$ cat config.mk
export PLATFORM = sky130hd
export DESIGN_NAME = battery_low_voltage_alarm
export DESIGN_NICKNAME = d
export VERILOG_FILES = /design/src/rtl/core/blva_pkg.sv /design/src/rtl/core/battery_low_voltage_alarm.sv /design/src/rtl/core/blva_cfg.sv /design/src/rtl/core/blva_core.sv
export SDC_FILE = /design/constraint.sdc
export NUM_CORES = 1
export LEC_CHECK = 0
export BUFFER_PORTS_ARGS = -buffer_cell sky130_fd_sc_hd__buf_4
export CORE_ASPECT_RATIO = 1.1
export CORE_UTILIZATION = 62
export CTS_CLUSTER_SIZE = 20
export DETAILED_ROUTE_END_ITERATION = 12
export GPL_ROUTABILITY_DRIVEN = 0
export GPL_TIMING_DRIVEN = 0
export PLACE_DENSITY = 0.82
export SYNTH_ARGS = -nofsm -noshare
export SYNTH_HDL_FRONTEND = slang
export SYNTH_SLANG_ARGS = --single-unit
export TNS_END_PERCENT = 50
$ cat constraint.sdc
create_clock -name clk -period 7.65 [get_ports clk]
set_input_delay 0.3825 -clock clk [delete_from_list [all_inputs] [get_ports clk]]
set_output_delay 0.3825 -clock clk [all_outputs]
set_load 0.05 [all_outputs]
$ cat src/rtl/core/blva_pkg.sv
`timescale 1ns / 1ps
// ----------------------------------------------------------------------------
// Battery low-voltage alarm package
// Shared widths, status codes, register indexes, the register set type and its reset values.
// ----------------------------------------------------------------------------
package blva_pkg;

  localparam int unsigned SampleWidth   = 10;
  localparam int unsigned StatusWidth   = 2;
  localparam int unsigned DutyWidth     = 8;
  localparam int unsigned ReminderWidth = 16;
  localparam int unsigned HalfWidth     = 12;
  localparam int unsigned BeepWidth     = 4;
  localparam int unsigned ToneWidth     = 16;
  localparam int unsigned CfgIndexWidth = 3;
  localparam int unsigned CfgDataWidth  = 16;

  // Battery status codes
  localparam logic [StatusWidth-1:0] StatusOk       = 2'd0;
  localparam logic [StatusWidth-1:0] StatusWarn     = 2'd1;
  localparam logic [StatusWidth-1:0] StatusShutdown = 2'd2;

  // Register indexes
  localparam logic [CfgIndexWidth-1:0] RegWarnLevel     = 3'd0;
  localparam logic [CfgIndexWidth-1:0] RegShutdownLevel = 3'd1;
  localparam logic [CfgIndexWidth-1:0] RegReminder      = 3'd2;
  localparam logic [CfgIndexWidth-1:0] RegHalfPeriod    = 3'd3;
  localparam logic [CfgIndexWidth-1:0] RegBeeps         = 3'd4;
  localparam logic [CfgIndexWidth-1:0] RegWarnDuty      = 3'd5;
  localparam logic [CfgIndexWidth-1:0] RegShutdownDuty  = 3'd6;
  localparam logic [CfgIndexWidth-1:0] RegToneTicks     = 3'd7;

  typedef struct packed {
    logic [SampleWidth-1:0]   warn_level_counts;
    logic [SampleWidth-1:0]   shutdown_level_counts;
    logic [ReminderWidth-1:0] reminder_ticks;
    logic [HalfWidth-1:0]     half_period_ticks;
    logic [BeepWidth-1:0]     beeps_per_train;
    logic [DutyWidth-1:0]     warn_duty;
    logic [DutyWidth-1:0]     shutdown_duty;
    logic [ToneWidth-1:0]     shutdown_tone_ticks;
  } cfg_t;

  localparam cfg_t CfgReset = '{
    warn_level_counts:     10'd477,
    shutdown_level_counts: 10'd436,
    reminder_ticks:        16'd30000,
    half_period_ticks:     12'd500,
    beeps_per_train:       4'd4,
    warn_duty:             8'd200,
    shutdown_duty:         8'd255,
    shutdown_tone_ticks:   16'd6000
  };

endpackage

$ cat src/rtl/core/battery_low_voltage_alarm.sv
`timescale 1ns / 1ps
// ----------------------------------------------------------------------------
// Battery low-voltage alarm
// Per-tick battery classification with warning beep trains and a shutdown
// tone. One ADC sample in, one status and buzzer duty out.
// ----------------------------------------------------------------------------
// Usage:
//   Input channel (in_valid/in_ready, adc_sample): one beat per ms tick.
//   Output channel (out_valid/out_ready, battery_status, buzzer_level):
//   one result beat per input beat, in order.
//   Config channel (cfg_valid/cfg_ready, cfg_index, cfg_data): always
//   ready; write registers only while no tick is in flight.
//   Path: an accepted sample is held in the input register, then the tick
//   engine feeds its result into the result register.
//   Throughput: one tick per cycle while the output does not stall; the
//   state update between the input and result registers is combinational.
//   Reset: all alarm state clears, registers return to their defaults,
//   both data registers empty.
//   Stall: while a result waits on out_ready the input register keeps one
//   more sample; after that in_ready drops until the result is taken.
// ----------------------------------------------------------------------------
module battery_low_voltage_alarm (
  input  logic                                clk,
  input  logic                                rst,
  input  logic                                in_valid,
  output logic                                in_ready,
  input  logic [blva_pkg::SampleWidth-1:0]    adc_sample,
  output logic                                out_valid,
  input  logic                                out_ready,
  output logic [blva_pkg::StatusWidth-1:0]    battery_status,
  output logic [blva_pkg::DutyWidth-1:0]      buzzer_level,
  input  logic                                cfg_valid,
  output logic                                cfg_ready,
  input  logic [blva_pkg::CfgIndexWidth-1:0]  cfg_index,
  input  logic [blva_pkg::CfgDataWidth-1:0]   cfg_data
);
  import blva_pkg::*;

  cfg_t                   cfg;
  logic                   sample_valid;
  logic [SampleWidth-1:0] sample;
  logic                   advance;
  logic [StatusWidth-1:0] tick_status;
  logic [DutyWidth-1:0]   tick_level;

  assign cfg_ready = 1'b1;

  blva_cfg u_cfg (
    .clk       (clk),
    .rst       (rst),
    .cfg_write (cfg_valid & cfg_ready),
    .cfg_index (cfg_index),
    .cfg_data  (cfg_data),
    .cfg       (cfg)
  );

  // Move a sample into the engine whenever the result slot frees up
  assign advance  = sample_valid & (~out_valid | out_ready);
  assign in_ready = ~sample_valid | advance;

  // Hold the accepted input beat
  always_ff @(posedge clk) begin
    if (rst) begin
      sample_valid <= 1'b0;
    end else if (in_ready) begin
      sample_valid <= in_valid;
    end
  end

  always_ff @(posedge clk) begin
    if (in_valid && in_ready) begin
      sample <= adc_sample;
    end
  end

  blva_core u_core (
    .clk    (clk),
    .rst    (rst),
    .tick   (advance),
    .sample (sample),
    .cfg    (cfg),
    .status (tick_status),
    .level  (tick_level)
  );

  // Result register: load on advance, drop when taken
  always_ff @(posedge clk) begin
    if (rst) begin
      out_valid <= 1'b0;
    end else if (advance) begin
      out_valid <= 1'b1;
    end else if (out_ready) begin
      out_valid <= 1'b0;
    end
  end

  always_ff @(posedge clk) begin
    if (advance) begin
      battery_status <= tick_status;
      buzzer_level   <= tick_level;
    end
  end

`ifndef SYNTH
  a_advance_loads_result: assert property (@(posedge clk) disable iff (rst)
    advance |=> out_valid)
    else $error("tick advanced but no result was loaded");

  a_full_stall_blocks_input: assert property (@(posedge clk) disable iff (rst)
    (sample_valid && out_valid && !out_ready) |-> !in_ready)
    else $error("input accepted while both registers are full and stalled");

  a_status_code: assert property (@(posedge clk) disable iff (rst)
    out_valid |-> (battery_status == StatusOk || battery_status == StatusWarn ||
                   battery_status == StatusShutdown))
    else $error("result carries an unused status code");

  a_shutdown_level: assert property (@(posedge clk) disable iff (rst)
    (advance && tick_status == StatusShutdown) |->
      (tick_level == cfg.shutdown_duty || tick_level == '0))
    else $error("beep duty driven while in shutdown");

  a_warn_level: assert property (@(posedge clk) disable iff (rst)
    (advance && tick_status != StatusShutdown) |->
      (tick_level == cfg.warn_duty || tick_level == '0))
    else $error("tone duty driven outside shutdown");
`endif

endmodule

$ cat src/rtl/core/blva_cfg.sv
`timescale 1ns / 1ps
// ----------------------------------------------------------------------------
// Alarm register file
// Holds the thresholds, timings and duties; one register written per beat.
// ----------------------------------------------------------------------------
module blva_cfg (
  input  logic                                clk,
  input  logic                                rst,
  input  logic                                cfg_write,
  input  logic [blva_pkg::CfgIndexWidth-1:0]  cfg_index,
  input  logic [blva_pkg::CfgDataWidth-1:0]   cfg_data,
  output blva_pkg::cfg_t                      cfg
);
  import blva_pkg::*;

  // Write the addressed register, truncating data to its width
  always_ff @(posedge clk) begin
    if (rst) begin
      cfg <= CfgReset;
    end else if (cfg_write) begin
      unique case (cfg_index)
        RegWarnLevel:     cfg.warn_level_counts     <= cfg_data[SampleWidth-1:0];
        RegShutdownLevel: cfg.shutdown_level_counts <= cfg_data[SampleWidth-1:0];
        RegReminder:      cfg.reminder_ticks        <= cfg_data[ReminderWidth-1:0];
        RegHalfPeriod:    cfg.half_period_ticks     <= cfg_data[HalfWidth-1:0];
        RegBeeps:         cfg.beeps_per_train       <= cfg_data[BeepWidth-1:0];
        RegWarnDuty:      cfg.warn_duty             <= cfg_data[DutyWidth-1:0];
        RegShutdownDuty:  cfg.shutdown_duty         <= cfg_data[DutyWidth-1:0];
        RegToneTicks:     cfg.shutdown_tone_ticks   <= cfg_data[ToneWidth-1:0];
        default: ;
      endcase
    end
  end

endmodule

$ cat src/rtl/core/blva_core.sv
`timescale 1ns / 1ps
// ----------------------------------------------------------------------------
// Alarm tick engine
// Classifies one sample, advances the beep train and shutdown tone state,
// and produces the status and buzzer duty for that tick.
// ----------------------------------------------------------------------------
module blva_core (
  input  logic                              clk,
  input  logic                              rst,
  input  logic                              tick,
  input  logic [blva_pkg::SampleWidth-1:0]  sample,
  input  blva_pkg::cfg_t                    cfg,
  output logic [blva_pkg::StatusWidth-1:0]  status,
  output logic [blva_pkg::DutyWidth-1:0]    level
);
  import blva_pkg::*;

  logic [ReminderWidth-1:0] reminder_elapsed, reminder_elapsed_next;
  logic                     train_active, train_active_next;
  logic                     beep_on, beep_on_next;
  logic [BeepWidth-1:0]     beeps_done, beeps_done_next;
  logic [HalfWidth-1:0]     toggle_elapsed, toggle_elapsed_next;
  logic                     tone_active, tone_active_next;
  logic [ToneWidth-1:0]     tone_elapsed, tone_elapsed_next;
  logic                     was_shutdown, was_shutdown_next;
  logic                     is_shut;
  logic                     tone_now;

  // Classify the sample; shutdown wins over warning
  always_comb begin
    priority if (sample <= cfg.shutdown_level_counts) begin
      status = StatusShutdown;
    end else if (sample <= cfg.warn_level_counts) begin
      status = StatusWarn;
    end else begin
      status = StatusOk;
    end
  end

  assign is_shut = (status == StatusShutdown);

  // Next state for one tick
  always_comb begin
    reminder_elapsed_next = reminder_elapsed;
    train_active_next     = train_active;
    beep_on_next          = beep_on;
    beeps_done_next       = beeps_done;
    toggle_elapsed_next   = toggle_elapsed;
    tone_active_next      = tone_active;
    tone_elapsed_next     = tone_elapsed;
    tone_now              = 1'b0;

    // Shutdown entry starts the tone and cancels the train; exit drops the tone
    if (is_shut) begin
      if (!was_shutdown) begin
        tone_active_next    = 1'b1;
        tone_elapsed_next   = '0;
        train_active_next   = 1'b0;
        beep_on_next        = 1'b0;
        beeps_done_next     = '0;
        toggle_elapsed_next = '0;
      end
    end else begin
      tone_active_next  = 1'b0;
      tone_elapsed_next = '0;
    end
    was_shutdown_next = is_shut;

    // Saturating reminder counter
    if (reminder_elapsed != '1) begin
      reminder_elapsed_next = reminder_elapsed + 1'b1;
    end

    // Start a train or advance the running one
    if (status == StatusWarn && reminder_elapsed_next >= cfg.reminder_ticks) begin
      train_active_next     = 1'b1;
      beep_on_next          = 1'b1;
      beeps_done_next       = '0;
      toggle_elapsed_next   = '0;
      reminder_elapsed_next = '0;
    end else if (train_active_next) begin
      if (toggle_elapsed_next != '1) begin
        toggle_elapsed_next = toggle_elapsed_next + 1'b1;
      end
      if (toggle_elapsed_next >= cfg.half_period_ticks) begin
        toggle_elapsed_next = '0;
        if (!beep_on_next) begin
          beep_on_next = 1'b1;
        end else begin
          beep_on_next    = 1'b0;
          beeps_done_next = beeps_done_next + 1'b1;
          if (beeps_done_next >= cfg.beeps_per_train) begin
            train_active_next = 1'b0;
            beeps_done_next   = '0;
          end
        end
      end
    end

    // Time the shutdown tone
    if (tone_active_next) begin
      if (tone_elapsed_next < cfg.shutdown_tone_ticks) begin
        tone_elapsed_next = tone_elapsed_next + 1'b1;
        tone_now          = 1'b1;
      end else begin
        tone_active_next = 1'b0;
      end
    end
  end

  // Drive the buzzer: tone first, then an audible beep
  always_comb begin
    priority if (tone_now) begin
      level = cfg.shutdown_duty;
    end else if (train_active_next && beep_on_next) begin
      level = cfg.warn_duty;
    end else begin
      level = '0;
    end
  end

  // Commit the state on each tick
  always_ff @(posedge clk) begin
    if (rst) begin
      reminder_elapsed <= '0;
      train_active     <= 1'b0;
      beep_on          <= 1'b0;
      beeps_done       <= '0;
      toggle_elapsed   <= '0;
      tone_active      <= 1'b0;
      tone_elapsed     <= '0;
      was_shutdown     <= 1'b0;
    end else if (tick) begin
      reminder_elapsed <= reminder_elapsed_next;
      train_active     <= train_active_next;
      beep_on          <= beep_on_next;
      beeps_done       <= beeps_done_next;
      toggle_elapsed   <= toggle_elapsed_next;
      tone_active      <= tone_active_next;
      tone_elapsed     <= tone_elapsed_next;
      was_shutdown     <= was_shutdown_next;
    end
  end

endmodule

== Yosys cells after proc, flatten, opt, wreduce, memory -nomap -nowiden ==
Cells that the tools add are included.
W data, S select, Z words.

* Bits in registers: 158
* Latch bits: 0
* Bits in writable memories: 0
* Bits in read-only memories: 0
* Bits of input ports: 34
* Output and inout bits: 13
* Logic and storage cells: 104
* Memories kept: 0

* Add/subtract/negate cells: 4
* Multiply operators: 0
* Div/mod/pow operators: 0
* Order comparisons: 6
* Equality and inequality tests: 11
* Shift operators: 0
* Muxes and demuxes: 44
* Bitwise operators: 5
* Reductions and logical operators: 13

{| class="wikitable"
|+ Operators with widths
! kind !! count
|-
| $mux W12 || 8
|-
| $mux W16 || 6
|-
| $add A16 B1 Y16 const B || 2
|-
| $mux W4 || 7
|-
| $le A10 B10 Y1 || 2
|-
| $mux W1 || 20
|-
| $ge A16 B16 Y1 || 1
|-
| $lt A16 B16 Y1 || 1
|-
| $mux W8 || 2
|-
| $ne A16 B16 Y1 const B || 1
|-
| $reduce_and A2 Y1 || 8
|-
| $add A12 B1 Y12 const B || 1
|-
| $eq A3 B3 Y1 const B || 4
|-
| $ge A12 B12 Y1 || 1
|-
| $ne A12 B12 Y1 const B || 1
|-
| $eq A3 B2 Y1 const B || 2
|-
| $add A4 B1 Y4 const B || 1
|-
| $ge A4 B4 Y1 || 1
|-
| $eq A3 B1 Y1 const B || 1
|-
| $logic_and A1 B1 Y1 || 3
|-
| $logic_not A3 Y1 || 1
|-
| $eq A2 B1 Y1 const B || 1
|-
| $eq A2 B2 Y1 const B || 1
|-
| $mux W2 || 1
|-
| 4 further kinds || 6
|}

== Depth between registers and ports, before layout ==
* Depth after elaboration: 16
* Depth in mapped cells: 25
* Depth with buffers taken out: 22

== Modules after synthesis ==
A second synthesis with hierarchy kept.

* Cells, all modules: 1072
* Area, all modules: 9323.9 µm²

{| class="wikitable"
|+ By module, submodules not included
! module !! times used !! cells each !! area an instance (µm²) !! seq. area each (µm²)
|-
| blva_core || 1 || 721 || 5263.8 || 1041.0
|-
| blva_cfg || 1 || 319 || 3344.5 || 1681.6
|-
| battery_low_voltage_alarm || 1 || 32 || 715.7 || 640.6
|}

== Worst setup path after synthesis ==
No wires, ideal clock.

* Kind: reg-to-reg
* From: register sample[5]
* To: register u_core.toggle_elapsed[3]
* Library setup time: 0.074 ns
* Arrival: 5.435 ns
* Required time: 7.576 ns
* Slack: 2.140 ns
* Stages on the path, launching flop included: 24
* Path buffers: 3
* Clock period less this slack: 5.510 ns
* Cells stage by stage: edfxtp_1 ha_1 nand4_1 a211oi_2 a211o_1 nand2_1 buf_2 buf_1 nor2_1 ha_1 and4_1 nand3_1 or2_2 clkbuf_1 nor2_1 mux2_2 ha_1 o21ai_1 a21oi_1 o31ai_1 a211oi_4 a2111oi_4 or3b_1 a31oi_1

* Longest elaborated chain between the ends: 13
* Elaborated cells on any way between the ends: 18
* Those cells by class: add/sub (1); order compare (3); eq/ne (3); mux (10); reduce/logical (1)

{| class="wikitable"
|+ RTL lines
! element !! RTL line !! source
|-
| start: declaration || battery_low_voltage_alarm.sv:41 || <nowiki>logic [SampleWidth-1:0] sample;</nowiki>
|-
| start signal: assignment || battery_low_voltage_alarm.sv:72 || <nowiki>sample <= adc_sample;</nowiki>
|-
| $le A10 B10 Y1 || blva_core.sv:33 || <nowiki>end else if (sample <= cfg.warn_level_counts) begin</nowiki>
|-
| $mux W1 || blva_core.sv:33 ||
|-
| $mux W2 (*) || blva_core.sv:31 || <nowiki>priority if (sample <= cfg.shutdown_level_counts) begin</nowiki>
|-
| $eq A2 B2 Y1 || blva_core.sv:40 || <nowiki>assign is_shut = (status == StatusShutdown);</nowiki>
|-
| $mux W12 || blva_core.sv:54 || <nowiki>if (is_shut) begin</nowiki>
|-
| $add A12 B1 Y12 or $ne A12 B12 Y1 (tied branches) || blva_core.sv:83, blva_core.sv:82 ||
|-
| $mux W12 || blva_core.sv:82 || <nowiki>if (toggle_elapsed_next != '1) begin</nowiki>
|-
| $mux W12 || blva_core.sv:81 || <nowiki>end else if (train_active_next) begin</nowiki>
|-
| $mux W12 || blva_core.sv:75 || <nowiki>if (status == StatusWarn && reminder_elapsed_next >= cfg.reminder_ticks) begin</nowiki>
|-
| $ge A12 B12 Y1 || blva_core.sv:85 || <nowiki>if (toggle_elapsed_next >= cfg.half_period_ticks) begin</nowiki>
|-
| $mux W12 || blva_core.sv:85 ||
|-
| $mux W12 || blva_core.sv:81 ||
|-
| $mux W12 (*) || blva_core.sv:75 ||
|-
| end signal: assignment || blva_core.sv:138 || <nowiki>toggle_elapsed <= toggle_elapsed_next;</nowiki>
|-
| end: declaration || blva_core.sv:22 || <nowiki>logic [HalfWidth-1:0] toggle_elapsed, toggle_elapsed_next;</nowiki>
|}

Mark *: on every way between the ends. The rest lies on a longest branch, timed or not. The select of a mux whose other input is x is not followed.
A chain may end at the register's enable or synchronous reset.

== Worst setup path in the final report ==
* From: register sample[2]
* To: register buzzer_level[6] (netlist name) (data pin)

* Longest elaborated chain between the ends: 16
* Elaborated cells on any way between the ends: 36
* Those cells by class: add/sub (2); order compare (5); eq/ne (3); mux (24); reduce/logical (2)

{| class="wikitable"
|+ RTL lines
! element !! RTL line !! source
|-
| $le A10 B10 Y1 || blva_core.sv:33 ||
|-
| $mux W1 || blva_core.sv:33 ||
|-
| $mux W2 (*) || blva_core.sv:31 ||
|-
| $eq A2 B2 Y1 || blva_core.sv:40 ||
|-
| $mux W12 || blva_core.sv:54 ||
|-
| $add A12 B1 Y12 or $ne A12 B12 Y1 (tied branches) || blva_core.sv:83, blva_core.sv:82 ||
|-
| $mux W12 || blva_core.sv:82 ||
|-
| $mux W12 || blva_core.sv:81 ||
|-
| $mux W12 || blva_core.sv:75 ||
|-
| $ge A12 B12 Y1 || blva_core.sv:85 ||
|-
| $mux W1 || blva_core.sv:85 ||
|-
| $mux W1 || blva_core.sv:81 ||
|-
| $mux W1 || blva_core.sv:75 ||
|-
| $logic_and A1 B1 Y1 || blva_core.sv:115 || <nowiki>end else if (train_active_next && beep_on_next) begin</nowiki>
|-
| $mux W8 || blva_core.sv:115 ||
|-
| $mux W8 (*) || blva_core.sv:113 || <nowiki>priority if (tone_now) begin</nowiki>
|-
| via tick_level[6] || battery_low_voltage_alarm.sv:44 || <nowiki>logic [DutyWidth-1:0] tick_level;</nowiki>
|-
| end signal: assignment || battery_low_voltage_alarm.sv:100 || <nowiki>buzzer_level <= tick_level;</nowiki>
|-
| end: declaration || battery_low_voltage_alarm.sv:31 || <nowiki>output logic [blva_pkg::DutyWidth-1:0] buzzer_level,</nowiki>
|}

Mark *: on every way through the listed nets, which the timed path passes. The rest lies on a longest branch. The select of a mux whose other input is x is not followed.

==> run summary <==
status -> finished clean
GR Overflow Total -> 0
number of max-cap violations -> 0
Placed Instances -> 1,309
layout cells sized above 1 -> 8.153%
HPWL after DPL -> 17,190 um
Final Hold Fails -> 0
DR WL/cell -> 17.76 um
final net count -> 1,245
Worst Max-Slew Pin Slew -> 1281 ps
cell area after synthesis -> 8900 um2
CTS H-tree lvls -> 4
Die W -> 116.2 um
Cells after Synth -> 1,080
CP Capture Type -> flop
hold path depth -> 1
most frequent cells in the layout -> nand2_1, dfxtp_1, nor2_1, inv_1, a21oi_1
Detail Route Antenna Nets -> 0
die area -> 14,840 um2
power density cells -> 192.8 nW/um2
Synth Area per Inst -> 8.241 um2
Synth Warn # -> 0
sequential power share -> 45.0%
post-route clock period utilization -> 94.24%
Yosys cell types -> 68
Fin Hold WS -> 125.4 ps
Ports -> 47
vias in the first global route -> 7,598
Pleak -> 4.074 nW
critical path peak fanout -> 10
Int Pwr -> 1.430 mW
RSZ-0062 raised after global routing -> no
f_max -> 138.7 MHz
combinational share of power -> 9.8%
clock skew -> 5.932 ps
initial antenna violation count -> 0
Worst slew margin -> 14.58%
Port Buffers -> 41
vias per inst -> 6.146
overall fraction of global-route tracks in use -> 33.39%
critical path required time -> 7780 ps
pin count of the biggest net entering global routing -> 20
Layout Cells excl Fill -> 1,341
WS Path Type -> flop to flop
Worst-path clk slew -> 70 ps
Starting Density -> 63.99%
post-route setup TNS -> 0 ps
HP Class -> primary input to flop
Setup Buffers After CTS -> 0
r2r worst-path depth -> 24
synthesis-to-finish area growth -> 12.92%
first-pass GRT wire length -> 37,480 um
core area -> 13,910 um2
Post-synth ARST share -> 0%
cell row count -> 45
Die H -> 127.7 um
cts repair resizes -> 0
crit-path cells -> ha_1 -> nand4_1 -> nor3_1 -> nand2_1 -> nand2_1 -> buf_2 -> buf_1 -> nor2_1 -> ha_1 -> and4_1 -> nand3_1 -> or2_2 -> clkbuf_1 -> nand4_1 -> xnor2_1 -> nor2_1 -> ha_1 -> nand2_1 -> nor3_1 -> o31ai_1 -> a211oi_4 -> xor2_1 -> a21oi_1 -> o21ai_0
Num CTS Buffers -> 17
Seq cells post-synth -> 158
worst path arrival time -> 7330 ps
syn_nets -> 1,185
CP peak stage delay -> 710 ps
Final Max Slew Viols -> 0
Detailed Route Iter0 Violations -> 753
routed wire length -> 23,820 um
CP Launch Type -> flop
residual DRC count -> 0
Sink Count -> 158
vias post-DR -> 8,242
sequential cell area fraction in the yosys report -> 37.79%
Crit-path slowest cell -> a21oi_1
top_reg_cell synth -> dfxtp_1
Net Sw Power -> 508.0 uW
1st-pass router iterations -> 6
# hold bufs at CTS -> 0
Post-synth EDFFs -> 20
switching part of the total -> 26.21%
peak supply drop -> 0.0001716 V
Root Buffer -> clkbuf_16
Final min period -> 7209 ps
diodes inserted -> 0
Bufs on Longest Clock Path -> 2
Setup-failing EPs final -> 0
CTS tree -> built
Clk pwr share -> 45.2%
most common cell after layout, fill and taps aside -> nand2_1
worst-skew pair later-pin latency -> 430 ps
metrics by stage:
stage	cell area (um2)	util [%]	setup slack, ps	power, mW
after global placement	9443	67.90	791.5	1.071
after CTS	10050	72.26	597.8	1.936
after global routing	10050	72.26	81.93	1.992
after floorplan	8900	-	2140	1.004
final	10050	72.26	441.0	1.938
after detailed placement	9443	67.90	680.5	1.075
kinds of logic (layout without fill, tap and decap cells):
logic type	Yosys count	in the layout	synth area share, %
AO/OA/AOI/OAI	235	235	18.16
XOR/XNOR	19	19	1.870
adder cells (fa/ha/maj)	71	71	9.982
buffers and inverters	137	210	6.045
flip-flops	158	158	37.79
multiplexers	19	19	2.207
other	1	1	0.04214
AND/OR/NAND/NOR	440	440	23.90
synth_stat cells, types with 7 or more instances:
cell type,count,area (um2)
inv_1,80,300.3
ha_1,71,888.4
mux2i_1,14,140.1
nand3_1,37,185.2
a21o_1,7,52.55
clkbuf_1,42,157.7
and4_1,8,70.07
dfxtp_1,138,2763
nand3b_1,14,105.1
xnor2_1,13,113.9
a21oi_1,80,400.4
a31oi_1,20,125.1
nand4_1,24,150.1
nor3_1,18,90.09
nor2b_1,17,106.4
and2_1,21,131.4
nor2_1,83,311.6
o21ai_0,29,145.1
a211oi_1,7,52.55
a211o_1,31,271.5
nand2_1,166,623.1
edfxtp_1,20,600.6
nand2b_1,14,87.58
and3_1,10,62.56
layout make-up:
type | instances | area, um2
buffer | 56 | 234.0
multi-input combinational | 785 | 4999
inverter | 81 | 304.0
tap | 188 | 235.2
sequential | 158 | 3363
fill | 1100 | 3857
timing repair buffer | 41 | 307.8
clock buffer | 19 | 454.2
clock inverter | 13 | 152.6
sequential cells by signal (all words and copies together), names as in the netlist:
| signal | cells |
|---|---|
| u_core.tone_active | 1 |
| u_core.toggle_elapsed | 12 |
| buzzer_level | 8 |
| battery_status | 2 |
| u_core.tone_elapsed | 16 |
| u_core.was_shutdown | 1 |
| u_core.train_active | 1 |
| u_core.beep_on | 1 |
| sample_valid | 1 |
| sample | 10 |
| out_valid | 1 |
| u_cfg.cfg | 84 |
| u_core.beeps_done | 4 |
| u_core.reminder_elapsed | 16 |
worst paths after layout:
path                       from              end  slack (ps)
setup / recovery      sample[2]  buzzer_level[6]         440
hold / removal    adc_sample[5]        sample[5]         130
setup reg to reg      sample[2]  buzzer_level[6]         440
hold reg to reg    u_cfg.cfg[7]     u_cfg.cfg[7]         450
worst max-delay path, delay by kind of cell (launching register included):
family,cells,cell delay [ps]
compound gates,4,1670
xor+xnor,2,310
fa+ha+maj,3,950
buf+inv,3,960
flops,1,450
simple gates,12,2550
layer usage:
layer	global-route usage, %	vias to the layer above	routed length (um)
met2	54.89	374	11290
met3	8.132	89	1914
met5	0	-	0
met1	40.28	3835	9605
met4	17.04	0	1008
li1	-	3944	-
power groups by stage:
stage                     clock (mW)  sequential (mW)  combinational [mW]
final                          0.875            0.873               0.190
after detailed placement           0            0.891               0.184
after global routing           0.914            0.875               0.204
after global placement             0            0.890               0.180
after floorplan                    0            0.901               0.103
after CTS                      0.878            0.873               0.186
No activity file was read; power rests on OpenSTA's default activity.
